<file path="src/hw/rtl/btpc_pkg.sv">
`timescale 1ns / 1ps
// shared types, widths and constants for the barometric compensation block
package btpc_pkg;

    localparam int RAW_T_W = 16;
    localparam int RAW_P_W = 19;
    localparam int TEMP_W  = 16;
    localparam int PRESS_W = 18;
    localparam int CFG_AW  = 5;
    localparam int CFG_DW  = 32;

    // temperature divider: magnitude of mc*2048 over magnitude of x1+md
    localparam int T_NUM_W = 27;
    localparam int T_DEN_W = 18;
    localparam int TDIV_N  = T_NUM_W;

    // pressure divider: 64-bit numerator over b4
    localparam int P_NUM_W = 64;
    localparam int P_DEN_W = 49;
    localparam int PDIV_N  = P_NUM_W;

    localparam logic [2:0] REG_AC1_AC2 = 3'd0;
    localparam logic [2:0] REG_AC3_AC4 = 3'd1;
    localparam logic [2:0] REG_AC5_AC6 = 3'd2;
    localparam logic [2:0] REG_B1_B2   = 3'd3;
    localparam logic [2:0] REG_MC_MD   = 3'd4;
    localparam logic [2:0] REG_OSS     = 3'd5;

    localparam logic signed [27:0] B6_OFS   = 28'sd4000;
    localparam logic signed [43:0] B4_OFS   = 44'sd32768;
    localparam logic [15:0]        K_FIFTY  = 16'd50000;
    localparam logic [11:0]        K_Y1     = 12'd3038;
    localparam logic [12:0]        K_Y2     = 13'd7357;
    localparam logic [63:0]        K_Y3     = 64'd3791;
    localparam logic [PRESS_W-1:0] PRESS_MAX = 18'd262143;

    typedef struct packed {
        logic [31:0] ac1_ac2;
        logic [31:0] ac3_ac4;
        logic [31:0] ac5_ac6;
        logic [31:0] b1_b2;
        logic [31:0] mc_md;
        logic [1:0]  oss;
    } btpc_cal_t;

    typedef struct packed {
        logic signed [TEMP_W-1:0] temperature;
        logic [PRESS_W-1:0]       pressure;
        logic                     fault;
    } btpc_res_t;

endpackage

</file>
<file path="src/hw/rtl/btpc_cfg.sv">
`timescale 1ns / 1ps
// apb register file holding the calibration words and oversampling setting
module btpc_cfg import btpc_pkg::*;
(
    input  logic              clk,
    input  logic              rst_n,
    input  logic              psel,
    input  logic              penable,
    input  logic              pwrite,
    input  logic [CFG_AW-1:0] paddr,
    input  logic [CFG_DW-1:0] pwdata,
    output logic [CFG_DW-1:0] prdata,
    output logic              pready,
    output btpc_cal_t         cal
);

    btpc_cal_t  cal_reg;
    btpc_cal_t  cal_next;
    logic [2:0] idx;
    logic       wr;

    assign idx    = paddr[CFG_AW-1:2];
    assign wr     = psel && penable && pwrite;
    assign pready = 1'b1;
    assign cal    = cal_reg;

    always_comb
    begin
        cal_next = cal_reg;
        if (wr)
        begin
            case (idx)
                REG_AC1_AC2: cal_next.ac1_ac2 = pwdata;
                REG_AC3_AC4: cal_next.ac3_ac4 = pwdata;
                REG_AC5_AC6: cal_next.ac5_ac6 = pwdata;
                REG_B1_B2:   cal_next.b1_b2   = pwdata;
                REG_MC_MD:   cal_next.mc_md   = pwdata;
                REG_OSS:     cal_next.oss     = pwdata[1:0];
                default:     cal_next = cal_reg;
            endcase
        end
    end

    always_comb
    begin
        case (idx)
            REG_AC1_AC2: prdata = cal_reg.ac1_ac2;
            REG_AC3_AC4: prdata = cal_reg.ac3_ac4;
            REG_AC5_AC6: prdata = cal_reg.ac5_ac6;
            REG_B1_B2:   prdata = cal_reg.b1_b2;
            REG_MC_MD:   prdata = cal_reg.mc_md;
            REG_OSS:     prdata = {30'd0, cal_reg.oss};
            default:     prdata = '0;
        endcase
    end

    always_ff @(posedge clk or negedge rst_n)
    begin
        if (!rst_n)
        begin
            cal_reg <= '0;
        end
        else
        begin
            cal_reg <= cal_next;
        end
    end

endmodule

</file>
<file path="config.mk">
export PLATFORM = sky130hd
export DESIGN_NAME = btpc_cfg
export DESIGN_NICKNAME = d
export VERILOG_FILES = /design/src/hw/rtl/btpc_pkg.sv /design/src/hw/rtl/btpc_cfg.sv
export SDC_FILE = /design/constraint.sdc
export NUM_CORES = 1
export LEC_CHECK = 0
export ABC_CLOCK_PERIOD_IN_PS = 1300
export BUFFER_PORTS_ARGS = -buffer_cell sky130_fd_sc_hd__buf_4
export CORE_UTILIZATION = 53
export CTS_BUF_LIST = sky130_fd_sc_hd__clkbuf_2
export CTS_CLUSTER_DIAMETER = 60
export DETAILED_ROUTE_END_ITERATION = 8
export GPL_TIMING_DRIVEN = 0
export PLACE_DENSITY = 0.86
export SLEW_MARGIN = 25
export SYNTH_ARGS = -nofsm -noshare
export SYNTH_HDL_FRONTEND = slang
export SYNTH_SLANG_ARGS = --single-unit
</file>
<file path="constraint.sdc">
create_clock -name clk -period 1.3 [get_ports clk]
set_input_delay 0.065 -clock clk [delete_from_list [all_inputs] [get_ports clk]]
set_output_delay 0.065 -clock clk [all_outputs]
set_load 0.05 [all_outputs]
</file>
==> metrics.md <==
| Metric | Value |
|---|---|
| Status | finished with violations |
| Failing checks | hold timing, setup timing |
| Final instance area | 12860 um^2 |
| Setup ws final | -1.308 ns |
| Post-place setup slack | -0.9427 ns |
| Min-Delay Path Class | in2reg |
| Crit-path max FO | 3 |
| Crit path kind | reg2out |
| Net Count, Synth | 588 |
| Yosys reg bits | 162 |
| Mapped cell area | 7485 um^2 |
| Largest net degree at the start of global routing | 99 |
| RSZ-0062 raised after global routing | true |
| Critical path startpoint category | register |
| GR Util met1 | 0.4408 |
| DRT iter0 DRCs | 876 |
| Synth warn | 0 |
| Vias in the first global route | 7378 |
| Clock skew | 0 ns |
| Fill cells | 425 |
| Filler-free cell count of the finished design | 1163 |
| Floorplan Core Area | 13830 um^2 |
| Final Slew Violations | 0 |
| Layout cells sized above 1 | 0.6834 |
| Leak | 6.005 nW |
| Gr usage total | 0.3984 |
| I/O pins | 237 |
| Final core occ | 0.9300 |
| Most used routing layer | met2 |
| Footprint of the multi-input gates | 3523 um^2 |
| Slew headroom | 0.3967 |
| Final hold viol count | 2 |
| CTS HTree Levels | 4 |
| Via-to-Cell Ratio | 6.604 |
| Clock Sink Count | 162 |
| Slew @ Worst Pin | 0.9050 ns |
| Tcrit/Tclk final | 2.006 |
| Initial antenna violation count | 2 |
| DR WL/cell | 31.23 um |
| Commonest non-fill, non-tap cell in the layout | buf_6 |
| DIE HEIGHT | 120.8 um |
| Die area | 14600 um^2 |
| R2R setup slack | 0.13 ns |
| Clock-pin slew on the worst setup and hold paths | 0.23 ns |
| Vias | 7681 |
| DRC | 0 |
| Maxcap violations | 0 |
| Post-Route WL | 36330 um |
| Die W | 120.8 um |
| Number of flip-flops in the largest register | 162 |
| Setup Viol. Count Final | 202 |
| CTS tree | yes |
| Clock buffer depth | 2 |
| Synth unique cells | 32 |
| Initial Util | 0.5413 |
| FMAX | 383.4 MHz |
| Layout Area Growth over Synthesis | 71.80% |
| Root Buffer | clkbuf_2 |
| Gate Count Post-Synth | 546 |
| Post-layout nets | 1008 |
| Power density of the placed cells | 1712 nW/um^2 |
| Clock Latency Late Sink | 0.82 ns |
| Arrival @ worst endpoint | 2.54 ns |
| Worst path required time | 1.24 ns |
| Placed cells | 960 |
| First-pass GRT wire length | 42420 um |
| Final hold slack | -0.1736 ns |
| Critical Path End Type | output port |
| Period minus WS final | 2.608 ns |
| Dpl hpwl | 16550 um |
| Post-synthesis sequential area ratio | 0.5416 |
| Avg Inst Size Synth | 13.71 um^2 |
| Dpl cell area | 9771 um^2 |
| Most frequent cells in the layout | 159 x buf_6, 155 x mux2_2, 125 x dfrtp_1 |
| Final RePlAce weighted congestion | 0.8561 |
| GRT met2 Usage | 0.6882 |
| GRT met3 Usage | 0.1118 |
| Total global routing overflow | 0 |
| Rows | 43 |
| Buffers on Ports | 233 |
| Drt pass-1 iters | 6 |
| VDD IR max | 1192 uV |
| ANT nets after route | 0 |
| CTS buffer count | 17 |
| Final setup TNS | -76.40 ns |
| Tot Pwr | 22.01 mW |
| Seq. cell area | 4100 um^2 |
-- logic make-up (layout without fill, tap and decap cells) --
logic type | Yosys count | in the layout | share of synthesized area
other | 1 | 5 | 0.0005010
AND/OR/NAND/NOR | 29 | 29 | 0.02458
multiplexers | 213 | 213 | 0.3121
buffers and inverters | 44 | 477 | 0.02942
AO/OA/AOI/OAI | 97 | 97 | 0.09178
flip-flops | 162 | 162 | 0.5416
-- final timing paths --
check | from | end | depth (start not counted)
setup / recovery | cal[126] | prdata[28] | 4
hold / removal | penable | cal[98] | 4
setup reg to reg | cal[92] | cal[92] | 4
hold reg to reg | cal[150] | cal[150] | 1
max in group asynchronous | rst_n | cal[37] | 4
min in group asynchronous | rst_n | cal[155] | 3
-- worst max-delay path, cell delays in order, from the launching register on --
cell	delay, ns
dfrtp_1	0.50
mux2i_1	0.59
o21ai_0	0.26
o21a_2	0.23
buf_8	0.15
-- where the power goes --
group,total (mW),leakage (nW),internal [mW],switching (mW)
Clock,2.79,0.127,0.858,1.94
Combinational,12.1,3.86,5.19,6.91
Sequential,7.13,2.02,6.06,1.07
-- cell type report --
type	count	area share
Timing Repair Buffer	401	0.3536
Clock inverter	13	0.009341
Multi-Input combinational cell	340	0.2740
Clock buffer	19	0.007395
Buffer	44	0.01849
Antenna cell	4	0.0007784
Tap cell	180	0.01751
Sequential cell	162	0.3189
-- synth_stat cells (all sizes together) --
| cell | number | area [um^2] |
|---|---|---|
| mux2 | 163 | 1836 |
| dfrtp | 162 | 4054 |
| mux2i | 50 | 500.5 |
| buf | 34 | 182.7 |
| o21a | 30 | 225.2 |
| o21ai | 18 | 90.09 |
| o2bb2ai | 17 | 148.9 |
| nand3 | 13 | 65.06 |
| a22oi | 12 | 90.09 |
| o22ai | 12 | 75.07 |
| clkbuf | 10 | 37.54 |
| a21oi | 3 | 15.01 |
| nor2 | 3 | 11.26 |
| nor2b | 3 | 18.77 |
| a211o | 2 | 17.52 |
| nand2 | 2 | 7.510 |
| nand4b | 2 | 32.53 |
| nor3b | 2 | 20.02 |
| a2bb2oi | 1 | 8.760 |
| conb | 1 | 3.750 |
| nand2b | 1 | 6.260 |
| nand4 | 1 | 6.260 |
| nor3 | 1 | 10.01 |
| o221ai | 1 | 8.760 |
| o31ai | 1 | 7.510 |
| or3 | 1 | 6.260 |
-- per-layer routing --
layer / share of wire / routed length, um
met3: 0.13 / 4541
met5: 0.0016 / 58
met4: 0.084 / 3041
met2: 0.47 / 17150
met1: 0.32 / 11530
-- repair_timing --
action | CTS | global route
hold endpoints to repair | 324 | 4
gates resized for setup | 281 | 152
hold buffers | 40 | 1
gates cloned | 0 | 1
buffers inserted | 75 | 82
pin swaps | 18 | 11
setup endpoints to repair | 194 | 303
Note: power is estimated with default switching activity, not from simulation.
