`src/hw/rtl/btpc_pkg.sv`:
```
`timescale 1ns / 1ps
// shared types, widths and constants for the barometric compensation block
package btpc_pkg;

    localparam int RAW_T_W = 16;
    localparam int RAW_P_W = 19;
    localparam int TEMP_W  = 16;
    localparam int PRESS_W = 18;
    localparam int CFG_AW  = 5;
    localparam int CFG_DW  = 32;

    // temperature divider: magnitude of mc*2048 over magnitude of x1+md
    localparam int T_NUM_W = 27;
    localparam int T_DEN_W = 18;
    localparam int TDIV_N  = T_NUM_W;

    // pressure divider: 64-bit numerator over b4
    localparam int P_NUM_W = 64;
    localparam int P_DEN_W = 49;
    localparam int PDIV_N  = P_NUM_W;

    localparam logic [2:0] REG_AC1_AC2 = 3'd0;
    localparam logic [2:0] REG_AC3_AC4 = 3'd1;
    localparam logic [2:0] REG_AC5_AC6 = 3'd2;
    localparam logic [2:0] REG_B1_B2   = 3'd3;
    localparam logic [2:0] REG_MC_MD   = 3'd4;
    localparam logic [2:0] REG_OSS     = 3'd5;

    localparam logic signed [27:0] B6_OFS   = 28'sd4000;
    localparam logic signed [43:0] B4_OFS   = 44'sd32768;
    localparam logic [15:0]        K_FIFTY  = 16'd50000;
    localparam logic [11:0]        K_Y1     = 12'd3038;
    localparam logic [12:0]        K_Y2     = 13'd7357;
    localparam logic [63:0]        K_Y3     = 64'd3791;
    localparam logic [PRESS_W-1:0] PRESS_MAX = 18'd262143;

    typedef struct packed {
        logic [31:0] ac1_ac2;
        logic [31:0] ac3_ac4;
        logic [31:0] ac5_ac6;
        logic [31:0] b1_b2;
        logic [31:0] mc_md;
        logic [1:0]  oss;
    } btpc_cal_t;

    typedef struct packed {
        logic signed [TEMP_W-1:0] temperature;
        logic [PRESS_W-1:0]       pressure;
        logic                     fault;
    } btpc_res_t;

endpackage

```
`src/hw/rtl/btpc_tdiv.sv`:
```
`timescale 1ns / 1ps
// pipelined restoring divider for the temperature term, one quotient bit per stage
module btpc_tdiv import btpc_pkg::*;
(
    input  logic               clk,
    input  logic               adv,
    input  logic [T_NUM_W-1:0] num,
    input  logic [T_DEN_W-1:0] den,
    output logic [T_NUM_W-1:0] quo
);

    logic [T_DEN_W-1:0] rem_reg  [TDIV_N];
    logic [T_DEN_W-1:0] rem_next [TDIV_N];
    logic [T_NUM_W-1:0] dvd_reg  [TDIV_N];
    logic [T_NUM_W-1:0] dvd_next [TDIV_N];
    logic [T_DEN_W-1:0] dsr_reg  [TDIV_N];
    logic [T_DEN_W-1:0] dsr_next [TDIV_N];

    genvar k;
    for (k = 0; k < TDIV_N; k++)
    begin : g_stage
        logic [T_DEN_W-1:0] r_in;
        logic [T_DEN_W-1:0] dn_in;
        logic [T_NUM_W-1:0] d_in;
        logic [T_DEN_W:0]   part;
        logic [T_DEN_W:0]   diff;
        logic               ge;

        if (k == 0)
        begin : g_first
            assign r_in  = '0;
            assign d_in  = num;
            assign dn_in = den;
        end
        else
        begin : g_rest
            assign r_in  = rem_reg[k-1];
            assign d_in  = dvd_reg[k-1];
            assign dn_in = dsr_reg[k-1];
        end

        // dividend bits leave at the top, quotient bits come in at the bottom
        assign part        = {r_in, d_in[T_NUM_W-1]};
        assign diff        = part - {1'b0, dn_in};
        assign ge          = part >= {1'b0, dn_in};
        assign rem_next[k] = ge ? diff[T_DEN_W-1:0] : part[T_DEN_W-1:0];
        assign dvd_next[k] = {d_in[T_NUM_W-2:0], ge};
        assign dsr_next[k] = dn_in;
    end

    always_ff @(posedge clk)
    begin
        if (adv)
        begin
            for (int i = 0; i < TDIV_N; i++)
            begin
                rem_reg[i] <= rem_next[i];
                dvd_reg[i] <= dvd_next[i];
                dsr_reg[i] <= dsr_next[i];
            end
        end
    end

    assign quo = dvd_reg[TDIV_N-1];

endmodule

```
`config.mk`:
```
export PLATFORM = sky130hd
export DESIGN_NAME = btpc_tdiv
export DESIGN_NICKNAME = d
export VERILOG_FILES = /design/src/hw/rtl/btpc_pkg.sv /design/src/hw/rtl/btpc_tdiv.sv
export SDC_FILE = /design/constraint.sdc
export NUM_CORES = 2
export LEC_CHECK = 0
export BUFFER_PORTS_ARGS = -buffer_cell sky130_fd_sc_hd__buf_2
export CORE_MARGIN = 2
export CORE_UTILIZATION = 57
export DETAILED_ROUTE_END_ITERATION = 16
export PLACE_DENSITY = 0.79
export REMOVE_ABC_BUFFERS = 1
export SLEW_MARGIN = 15
export SYNTH_ARGS = -nofsm -noshare
export SYNTH_HDL_FRONTEND = slang
export SYNTH_SLANG_ARGS = --single-unit
```
`constraint.sdc`:
```
create_clock -name clk -period 3 [get_ports clk]
set_clock_uncertainty 0.05 [all_clocks]
set_input_delay 0 -clock clk [delete_from_list [all_inputs] [get_ports clk]]
set_output_delay 0 -clock clk [all_outputs]
set_load 0.01 [all_outputs]
```
==> run summary <==
GRT Total Usage -> 22.3%
Yosys cell types -> 85
VDD IR-drop max -> 0.599 mV
Hold Crit Class -> input pin to flip-flop
Lkg Pwr -> 37.5 nW
Worst r2r src -> dvd_reg[0][161]$_DFFE_PP_
Seq pwr share -> 35.8%
Cell breakdown of the critical path -> inv_1 > ha_2 > inv_2 > fa_2 > a211oi_2 > o21bai_1 > a311o_1 > a2111oi_4 > o311ai_1 > a31oi_1 > xnor2_1 > mux2_4
Largest net degree at the start of global routing -> 93
Failing checks -> negative setup slack
PortBufs -> 73
Fill cells -> 8879
EDFF count, synth -> 1665
ANT nets after route -> 0
WHS -> 104 ps
Power share of the clock group -> 21.3%
Crit path buffers/inverters -> 2
Primary FF master, synth -> edfxtp_1
Most frequent cells after synthesis -> edfxtp_1 (1665), inv_1 (611), ha_1 (470)
Worst Setup SP -> dvd_reg[0][161]$_DFFE_PP_
Largest register FFs -> 729
Area Growth Syn to Fin -> 20.9%
Hold Startpoint -> num[26]
Fin. Hold Viols -> 0
Max Buffers Root-to-Sink -> 3
CTS tree -> yes
Share of the synthesized area in the top cell type -> 64.1%
Top cells by area, synth -> edfxtp_1 (64%), ha_1 (7.5%), mux2_2 (4.0%)
Root Buffer -> clkbuf_16
Sw Share -> 33.1%
TritonRoute pass-1 iters -> 6
# IOs -> 74
Clk_lat worst skew -> 820 ps
Total grt overflow -> 0
Sequential area share after synthesis -> 64.1%
Fin crit period -> 3290 ps
Final worst path period share -> 110%
Worst setup margin -> -286 ps
Antenna cells -> 0
Logic gate share of total power -> 43.0%
# H-tree levels -> 4
Unrepaired setup endpoints after global routing -> yes
Slew at the pin closest to its max-slew limit -> 757 ps
Max-slew violations -> 0
Final wirelength -> 164000 um
Post-synth ARST share -> 0%
Setup crit end kind -> flip-flop
Worst path slowest cell -> edfxtp_1
CP max FO -> 2
Final Setup Violations -> 118
Die area -> 140000 um^2
Pwr Density -> 1030 nW/um^2
Fmax -> 0.304 GHz
DIE HEIGHT -> 374 um
Gate Count Post-Synth -> 5665
WP data arrival -> 3780 ps
Clk sink count -> 1665
Vias per inst -> 5.71
Post-DP HPWL -> 106000 um
Sw power -> 32.1 mW
Die width -> 374 um
Crit path kind -> flip-flop to flip-flop
Yosys warning count -> 0
Initial core utilization -> 57.5%
Nets -> 7083
Max incr delay on CP -> 400 ps
Vias in the first global route -> 47800
Max-cap viol count -> 0
Mapped Area -> 78000 um^2
Synthesized flop and latch total -> 1665
Max_slew headroom -> 49.4%
Initial DRC count -> 4105
Outcome -> finished with violations
Initial antenna violation count -> 0
Setup crit start kind -> flip-flop
Fraction of layout cells with a size suffix above 1 -> 24.3%
Num rows -> 135
Core box area -> 136000 um^2
Total number of vias -> 48300
Drt drc -> 0
CP required -> 3490 ps
CP top delay family -> compound AO/OA/AOI/OAI gates
Int Power -> 65.1 mW
Overall Power -> 97.2 mW
WL/cell -> 19.4 um
Count leader, synth -> edfxtp_1
CTS buffer count -> 168
Synth area leader -> edfxtp_1
Worst-path clk slew -> 60 ps
Worst reg-to-reg setup slack -> -290 ps
Mean post-synth cell area -> 13.8 um^2
First-pass GRT wire length -> 250000 um
GPL Wtd Cong -> 0.919
## cells by family (layout without fill, tap and decap cells)
family	Yosys count	after routing	share of synthesized area, %
compound gates	1234	1237	10.2
flops	1665	1665	64.1
fa+ha+maj	495	495	8.18
buf+inv	715	1723	3.62
xor+xnor	351	351	3.94
simple gates	897	897	5.51
mux	308	308	4.45
## metal layers
metal	track usage, %	wire length [um]	vias up
met5	0	0	-
met4	7.36	4890	0
met3	3.35	8520	372
met2	38.0	81300	1477
met1	29.5	69100	23600
li1	-	-	22900
## tightest hold or removal path, cell delays in order
cell           delay (ps)
dlygate4sd3_1         520
buf_2                 130
inv_1                  60
mux2i_1               120
## worst paths after layout
| kind | endpoint | depth (start not counted) |
|---|---|---|
| setup / recovery | rem_reg[0][124]$_DFFE_PP_ | 12 |
| hold / removal | rem_reg[0][0]$_DFFE_PP_ | 4 |
| setup reg to reg | rem_reg[0][124]$_DFFE_PP_ | 12 |
| hold reg to reg | dvd_reg[0][413]$_DFFE_PP_ | 0 |
## layout make-up
class | count | area [um^2] | share of cell area [%]
Tap cell | 1781 | 2230 | 2.36
Multi-Input combinational cell | 3288 | 27200 | 28.9
Timing Repair Buffer | 805 | 7060 | 7.49
Sequential cell | 1665 | 50000 | 53.0
Clock buffer | 206 | 4390 | 4.66
Clock inverter | 99 | 1040 | 1.11
Inverter | 613 | 2310 | 2.45
## through the flow
stage | worst slack (ps) | std cells | cell area (um^2) | setup TNS (ps) | util, %
final | -286 | 8457 | 94300 | -13040 | 69.5
after global routing | -440 | 8457 | 94300 | -25970 | 69.5
after CTS | -336 | 8340 | 91800 | -11550 | 67.7
after detailed placement | -505 | 7859 | 83900 | -27140 | 61.9
after global placement | -525 | 7859 | 83900 | -14530 | 61.9
after floorplan | -1170 | 5563 | 77500 | -117220 | -
## power groups by stage
| stage | clock network (mW) | registers [mW] | logic (mW) |
|---|---|---|---|
| floorplan | 0 | 34.0 | 24.7 |
| CTS | 21.1 | 34.7 | 37.6 |
| detailed placement | 0 | 35.1 | 34.8 |
| global route | 22.0 | 35.2 | 45.3 |
| global placement | 0 | 35.0 | 33.8 |
| finish | 20.7 | 34.8 | 41.8 |
## what timing repair did
| item | in CTS | in global routing |
|---|---|---|
| setup buffers | 75 | 116 |
| gates cloned | 11 | 12 |
| hold buffers | 90 | 0 |
| endpoints found under the hold margin | 688 | 0 |
| setup endpoints to repair | 277 | 427 |
| gates resized for setup | 201 | 343 |
| pin swaps | 96 | 196 |
## cells in the final DEF (no fill, tap or decap), drive strengths merged, types with 85 or more instances in the layout
| cell type | instances |
|---|---|
| buf | 704 |
| ha | 470 |
| mux2 | 285 |
| inv | 621 |
| xnor2 | 224 |
| xor2 | 127 |
| edfxtp | 1665 |
| a21o | 166 |
| clkbuf | 217 |
| nand2 | 246 |
| dlygate4sd3 | 90 |
| o21ai | 293 |
| a21oi | 345 |
| nand3 | 85 |
| nor2 | 251 |
No activity file was read; power rests on OpenSTA's default activity.
